**src/design/pcis_pkg.sv**
```systemverilog
// Package for packet_class_interval_stats: widths, class codes, protocol constants
// and the controller/datapath command and status structs. No dependencies.
package pcis_pkg;
    localparam int NUM_CLASSES        = 5;
    localparam int DEF_INTERVAL_SLOTS = 10;
    localparam logic [15:0] ETYPE_IPV4     = 16'h0800;
    localparam logic [15:0] ETYPE_IPV6     = 16'h86DD;
    localparam logic [7:0]  PROTO_TCP      = 8'd6;
    localparam logic [7:0]  PROTO_UDP      = 8'd17;
    localparam logic [15:0] ETH_HDR_LEN    = 16'd14;
    localparam logic [15:0] IP_ETH_HDR_LEN = 16'd34;
    localparam logic [2:0] CLS_TOTAL = 3'd0;
    localparam logic [2:0] CLS_IPV4  = 3'd1;
    localparam logic [2:0] CLS_TCP   = 3'd2;
    localparam logic [2:0] CLS_UDP   = 3'd3;
    localparam logic [2:0] CLS_IPV6  = 3'd4;
    localparam logic [31:0] PKT_MAX  = 32'hFFFF_FFFF;
    localparam logic [47:0] BYTE_MAX = 48'hFFFF_FFFF_FFFF;

    typedef struct packed {
        logic load;     // capture request, decide report
        logic clear;    // step clear sweep
        logic rd;       // issue memory read of report cursor
        logic upd;      // update class given by upd_cls
        logic [2:0] upd_cls;
    } dp_cmd_t;

    typedef struct packed {
        logic report;   // captured request triggers a report
        logic [4:0] cls_mask;
        logic sweep_done;
    } dp_stat_t;
endpackage

```
**src/design/pcis_ctrl.sv**
```systemverilog
// Controller: sequences accept, report run, clear sweep and per-class updates.
// Depends on pcis_pkg.
module pcis_ctrl import pcis_pkg::*; #(
    parameter int INTERVAL_SLOTS = DEF_INTERVAL_SLOTS
) (
    input  logic       aclk,
    input  logic       aresetn,
    input  logic       s_valid,
    output logic       s_ready,
    output dp_cmd_t    cmd,
    input  dp_stat_t   stat,
    output logic [2:0] rd_cls,
    output logic [3:0] rd_slot,
    output logic       out_load,
    output logic       out_summary,
    output logic       out_last,
    input  logic       out_free
);
    typedef enum logic [6:0] {
        S_CLEAR  = 7'b0000001,
        S_IDLE   = 7'b0000010,
        S_DECIDE = 7'b0000100,
        S_RD     = 7'b0001000,
        S_EMIT   = 7'b0010000,
        S_SWEEP  = 7'b0100000,
        S_UPD    = 7'b1000000
    } state_t;

    state_t     state_reg, state_next;
    logic [2:0] cls_reg, cls_next;
    logic [3:0] slot_reg, slot_next;
    logic       upd_gap_reg, upd_gap_next;

    assign rd_cls  = cls_reg;
    assign rd_slot = slot_reg;
    assign s_ready = (state_reg == S_IDLE);

    always_comb begin
        state_next   = state_reg;
        cls_next     = cls_reg;
        slot_next    = slot_reg;
        upd_gap_next = 1'b0;
        cmd          = '0;
        out_load     = 1'b0;
        out_summary  = (slot_reg == 4'(INTERVAL_SLOTS));
        out_last     = out_summary && (cls_reg == CLS_IPV6);
        unique case (state_reg)
            S_CLEAR: begin
                cmd.clear = 1'b1;
                if (stat.sweep_done) state_next = S_IDLE;
            end
            S_IDLE: begin
                if (s_valid) begin
                    cmd.load   = 1'b1;
                    state_next = S_DECIDE;
                end
            end
            S_DECIDE: begin
                cls_next  = CLS_TOTAL;
                slot_next = '0;
                state_next = stat.report ? S_RD : S_UPD;
            end
            S_RD: begin
                cmd.rd     = 1'b1;
                state_next = S_EMIT;
            end
            S_EMIT: begin
                if (out_free) begin
                    out_load = 1'b1;
                    if (out_last) begin
                        cls_next   = CLS_TOTAL;
                        state_next = S_SWEEP;
                    end else begin
                        if (out_summary) begin
                            slot_next = '0;
                            cls_next  = cls_reg + 3'd1;
                        end else begin
                            slot_next = slot_reg + 4'd1;
                        end
                        state_next = S_RD;
                    end
                end
            end
            S_SWEEP: begin
                cmd.clear = 1'b1;
                if (stat.sweep_done) state_next = S_UPD;
            end
            S_UPD: begin
                // matching class: memory read, then a write-back step; others pass straight on
                if (upd_gap_reg) begin
                    if (cls_reg == CLS_IPV6) state_next = S_IDLE;
                    cls_next = cls_reg + 3'd1;
                end else if (stat.cls_mask[cls_reg]) begin
                    cmd.upd      = 1'b1;
                    cmd.upd_cls  = cls_reg;
                    upd_gap_next = 1'b1;
                end else begin
                    if (cls_reg == CLS_IPV6) state_next = S_IDLE;
                    cls_next = cls_reg + 3'd1;
                end
            end
            default: state_next = S_IDLE;
        endcase
    end

    always_ff @(posedge aclk) begin
        if (!aresetn) begin
            state_reg   <= S_CLEAR;
            cls_reg     <= '0;
            slot_reg    <= '0;
            upd_gap_reg <= 1'b0;
        end else begin
            state_reg   <= state_next;
            cls_reg     <= cls_next;
            slot_reg    <= slot_next;
            upd_gap_reg <= upd_gap_next;
        end
    end
endmodule

```
**config.mk**
```make
export PLATFORM = sky130hd
export DESIGN_NAME = pcis_ctrl
export DESIGN_NICKNAME = d
export VERILOG_FILES = /design/src/design/pcis_pkg.sv /design/src/design/pcis_ctrl.sv
export SDC_FILE = /design/constraint.sdc
export NUM_CORES = 1
export LEC_CHECK = 0
export ABC_AREA = 1
export BUFFER_PORTS_ARGS = -buffer_cell sky130_fd_sc_hd__buf_2
export CELL_PAD_IN_SITES_DETAIL_PLACEMENT = 0
export CELL_PAD_IN_SITES_GLOBAL_PLACEMENT = 1
export CORE_UTILIZATION = 35
export CTS_CLUSTER_DIAMETER = 40
export DETAILED_ROUTE_END_ITERATION = 6
export HOLD_SLACK_MARGIN = 0.15
export PLACE_DENSITY_LB_ADDON = 0.25
export SYNTH_ARGS = -nofsm -noshare
export SYNTH_HDL_FRONTEND = slang
export SYNTH_SLANG_ARGS = --single-unit
```
**constraint.sdc**
```tcl
create_clock -name aclk -period 1.7 [get_ports aclk]
set_clock_uncertainty 0.1 [all_clocks]
set_input_delay 0 -clock aclk [delete_from_list [all_inputs] [get_ports aclk]]
set_output_delay 0 -clock aclk [all_outputs]
set_load 0.005 [all_outputs]
```
* Yosys cells after proc, flatten, opt, wreduce, memory -nomap -nowiden
Index checks and enable logic that the tools add are counted.
** Operators by class
- Add/sub/neg operators :: 2
- Shifts and indexed selects :: 0
- Multipliers :: 0
- Magnitude comparators :: 1
- Divide/modulo/power cells :: 0
- Multiplexer cells :: 32
- Reductions and logical operators :: 8
- Bitwise operators :: 2
- Eq/ne operators :: 16
** Operators by type and width (number)
- $mux W7 :: 8
- $pmux W7 S7 :: 1
- $mux W4 :: 6
- $mux W3 :: 5
- $ne A2 B2 Y1 const B :: 5
- $pmux W3 S3 :: 1
- $mux W1 :: 8
- $pmux W4 S2 :: 1
- $eq A7 B1 Y1 const B :: 1
- $eq A7 B2 Y1 const B :: 1
- $eq A7 B3 Y1 const B :: 1
- $eq A7 B4 Y1 const B :: 1
- $eq A7 B5 Y1 const B :: 1
- $eq A7 B6 Y1 const B :: 1
- $eq A7 B7 Y1 const B :: 1
- $mux W6 :: 1
- $ne A3 B3 Y1 const B :: 2
- $reduce_and A5 Y1 :: 1
- $add A4 B1 Y4 const B :: 1
- $eq A4 B4 Y1 const B :: 1
- $lt A3 B4 Y1 const B :: 1
- $reduce_and A4 Y1 :: 1
- $add A3 B1 Y3 const B :: 1
- $bmux W1 S3 :: 1
- 8 further kinds :: 9
** Storage, ports and cells
- Output and inout bits :: 18
- ROM bits :: 0
- Bits in writable memories :: 0
- Latch bits :: 0
- Input port bits :: 11
- Memories :: 0
- Register bits :: 15
- Word-level logic and storage cells :: 65

* Logic depth before layout (Yosys ltp)
- Depth after elaboration :: 5
- Gate-level depth with buffers :: 11
- Gate-level depth less buffers :: 11

* Least setup slack after synthesis
Ideal clock, no wire load.
- Kind :: reg2reg
- Start point :: register slot_reg[0] (netlist: rd_slot[0])
- End point :: register slot_reg[2] (netlist: rd_slot[2])
- Setup slack :: 0.138 ns
- Stages on the path, launching flop included :: 11
- Library setup time :: 0.114 ns
- Data arrival time :: 1.348 ns
- Data required time :: 1.486 ns
- Cell sequence :: dfxtp_1 -> inv_1 -> ha_1 -> nand2_1 -> nor2_2 -> nand3_1 -> nor2_2 -> nor2_4 -> nand2_2 -> xor2_1 -> nor2_1
** On the way
- Word-level cells in the longest chain between the ends :: 5
** Ends and longest elaborated chain
- start: declaration :: RTL line pcis_ctrl.sv:31 : logic [3:0] slot_reg, slot_next;
- start signal: assignment :: RTL line pcis_ctrl.sv:115 : slot_reg <= slot_next;
- $eq A4 B4 Y1 * :: RTL line pcis_ctrl.sv:45 : out_summary = (slot_reg == 4'(INTERVAL_SLOTS));
- via out_summary :: RTL line pcis_ctrl.sv:15 : output logic out_summary,
- $mux W4 :: RTL line pcis_ctrl.sv:74 : if (out_summary) begin
- $mux W4 :: RTL line pcis_ctrl.sv:70 : if (out_last) begin
- $mux W4 :: RTL line pcis_ctrl.sv:68 : if (out_free) begin
- $pmux W4 S2 :: RTL line pcis_ctrl.sv:47 : unique case (state_reg)
The timed path passes the listed nets; every way through them passes the cells marked *. The select of a mux whose other input is x is not followed.
A chain may end at the register's enable or synchronous reset.

==> flow_summary.json <==
{
  "yosysSeqAreaShare_pct": 24.8,
  "largest_reg_flops": 7,
  "wl_mm": 2.87,
  "fillers": 328,
  "rr_startpoint": "state_reg[1]",
  "ys.warnings.count": 0,
  "final_nets": 242,
  "use_met3_pct": 1.92,
  "synth_mux_area_share_pct": 0,
  "fin_util_pct": 51.6,
  "antenna_found_initial": 0,
  "synth_top_cell_area_share_pct": 24.8,
  "startpoint": "state_reg[1]",
  "busiest_layer": "met2",
  "power_leakage_nw": 0.869,
  "crit_cells": 8,
  "start_util_pct": 38.1,
  "ant_nets": 0,
  "grt_setup_unrepaired": "true",
  "worst_ep_arrival_time_ns": 1.54,
  "path_buf_inv": 1,
  "first_pass_iters": 4,
  "worstReg2RegEnd": "rd_cls[1]",
  "gr-total-overflow": 0,
  "die_area_mm2": 0.00370,
  "cp-start-kind": "register",
  "dp_hpwl_mm": 2.23,
  "h-tree-depth": 1,
  "grt_max_degree": 11,
  "syn-num-nets": 193,
  "cp-endpoint": "cmd[0]",
  "cp-end-kind": "primary output",
  "grt_pass1_wl_mm": 4.85,
  "power.density_mw_per_mm2": 956,
  "finalHoldViolCount": 0,
  "r2r_slack_ns": 0.10,
  "path_class": "register to primary output",
  "first_global_vias": 1112,
  "maxCapViolations": 0,
  "netlist_top_cells_area": "dfxtp_1, nand2_1, nor2_4",
  "synthXorXnorAreaFrac_pct": 2.17,
  "syn_inst": 178,
  "post-route-min-period_ns": 1.64,
  "core_mm2": 0.00318,
  "wire_per_inst_um": 10.6,
  "r2r_cells": 11,
  "critPathSlowestCell": "dfxtp_4",
  "synth-compound-area-share_pct": 3.20,
  "vias": 1215,
  "synth_top_family_by_area": "simple AND/OR/NAND/NOR gates",
  "fin_crit_sh_pct": 96.2,
  "slew_headroom_pct": 82.9,
  "area.growth.synth_to_final_pct": 35.4,
  "drtIter0Drc": 51,
  "io_buffers": 28,
  "syn_area_mm2": 0.00121,
  "crit_top_cell": "nor2_4",
  "required_ns": 1.60,
  "crit_chain": "nor2_4 -> nand2_4 -> nor2_4 -> nand3_2 -> nor2_4 -> nor2_4 -> nor2_2 -> buf_2",
  "cts.sinks": 15,
  "critPathTopFamily": "simple AND/OR/NAND/NOR gates",
  "drc_errors": 0,
  "synth_seq_cells": 15,
  "cts_tree": "built",
  "peakVddDrop_uv": 416,
  "slew_viol_final": 0,
  "diodes": 0,
  "drive_above_1_share_pct": 45.1,
  "globalplace.congestion": 0.797,
  "yosys.area.top_type": "dfxtp_1",
  "avgSynthCellArea_um2": 6.80,
  "clk_pin_slew_worst_paths_ns": 0.09,
  "dp_cells": 249,
  "std_cell_rows": 20,
  "power.total_mw": 1.57,
  "fp.dieW_um": 60.8,
  "critPathMaxFanout": 8,
  "max_stage_delay_ns": 0.37,
  "viasPerCell": 4.50,
  "die_y_um": 60.8,
  "synthSimpleGateAreaFrac_pct": 54.1,
  "tightest_slew_ns": 0.256,
  "max_freq_mhz": 611,
  "cts_buffers": 3,
  "synthAdderAreaFrac_pct": 4.13,
  "setup_viol": 0,
  "synth_cell_type_count": 23,
  "top_level_ports": 29,
  "root_buffer": "clkbuf_4",
  "met1_usage_pct": 24.2,
  "clock_latency_ns": 0.28,
  "hold_class": "primary input to primary output",
  "status": "complete, no violations",
  "clk_path_buf_depth": 2,
  "grt_usage_pct": 17.6,
  "use_met2_pct": 29.0,
  "layoutNonFillerInstCount": 270
}
cells in the mapped netlist:
master / count
nand2_1: 37
inv_1: 27
nor2_1: 25
dfxtp_1: 15
nand3_1: 10
nor2_4: 10
inv_2: 7
nand4_1: 7
nor2_2: 7
nand2_4: 5
ha_1: 4
nand2_2: 4
nand3_2: 4
a21oi_1: 3
o21ai_0: 3
xor2_1: 3
buf_2: 1
buf_4: 1
nand3b_4: 1
nor2_8: 1
nor3_1: 1
o21ai_2: 1
or2_2: 1
worst min-delay path by stage:
stage                 start           end  cells past startpoint
global placement    aresetn  state_reg[0]                      2
global route        s_valid        cmd[6]                      4
detailed placement  aresetn  state_reg[0]                      2
floorplan           s_valid        cmd[6]                      2
finish              s_valid        cmd[6]                      4
CTS                 s_valid        cmd[6]                      4
kinds of logic after synthesis:
family                   Yosys count
AND/OR/NAND/NOR                  113
buffers and inverters             36
flip-flops                        15
AO/OA/AOI/OAI                      7
adder cells (fa/ha/maj)            4
XOR/XNOR                           3
what timing repair did:
item	4_1_cts	5_1_grt
hold buffers	4	0
setup endpoints to repair	5	15
endpoints found under the hold margin	15	0
buffers inserted	2	11
pin swaps	2	10
gates resized for setup	4	23
gates cloned	0	0
layout by cell type, fill, tap and decap left out, types with 2 or more instances in the layout:
cell and count:
dfxtp_2 6, nand4_1 7, dlygate4sd3_1 4, dfxtp_4 2, nand3_2 3, dfxtp_1 7
nand2_4 5, nand2_1 34, nand3_1 9, a21oi_1 3, nor2_1 24, nand3_4 2
nand2_2 7, inv_1 25, clkbuf_4 3, ha_1 3, buf_2 28, xor2_1 3
buf_4 14, nor2_2 3, inv_2 8, nor2_4 15, o21ai_0 2
per-stage QoR:
step                      hold slack, ns  area, um^2  setup TNS (ns)  setup WS [ns]
after detailed placement           0.182        1400         -0.0431        -0.0431
after global placement             0.187        1400          -0.183        -0.0766
final                              0.216        1640               0         0.0643
after CTS                          0.221        1500               0         0.0118
after floorplan                 -0.00746        1210               0          0.138
after global routing               0.248        1640         -0.0967        -0.0312
final cells by class:
cell class	instances	area (um^2)	area share, %
inverters	34	130	7.93
repair buffers	46	285	17.4
multi-input cells	127	828	50.5
well taps	44	55.1	3.36
clock buffers	4	26.3	1.60
flip-flops and latches	15	315	19.2
report_power, final:
part	leakage, nW	total [mW]	switching [mW]	internal [mW]
combinational	0.729	0.852	0.501	0.351
sequential	0.126	0.507	0.0812	0.425
clock	0.0150	0.210	0.119	0.0911
worst min-delay path: stages:
cell and delay (ns):
buf_2 0.10, inv_1 0.06, nor2_1 0.04, buf_2 0.12
per-layer routing:
layer / wire, um / part of all wire [%]
met2: 1410 / 49
met1: 1320 / 46
met5: 0 / 0
met4: 19 / 0.66
met3: 128 / 4.5
Power figures use the tool's default switching activity.
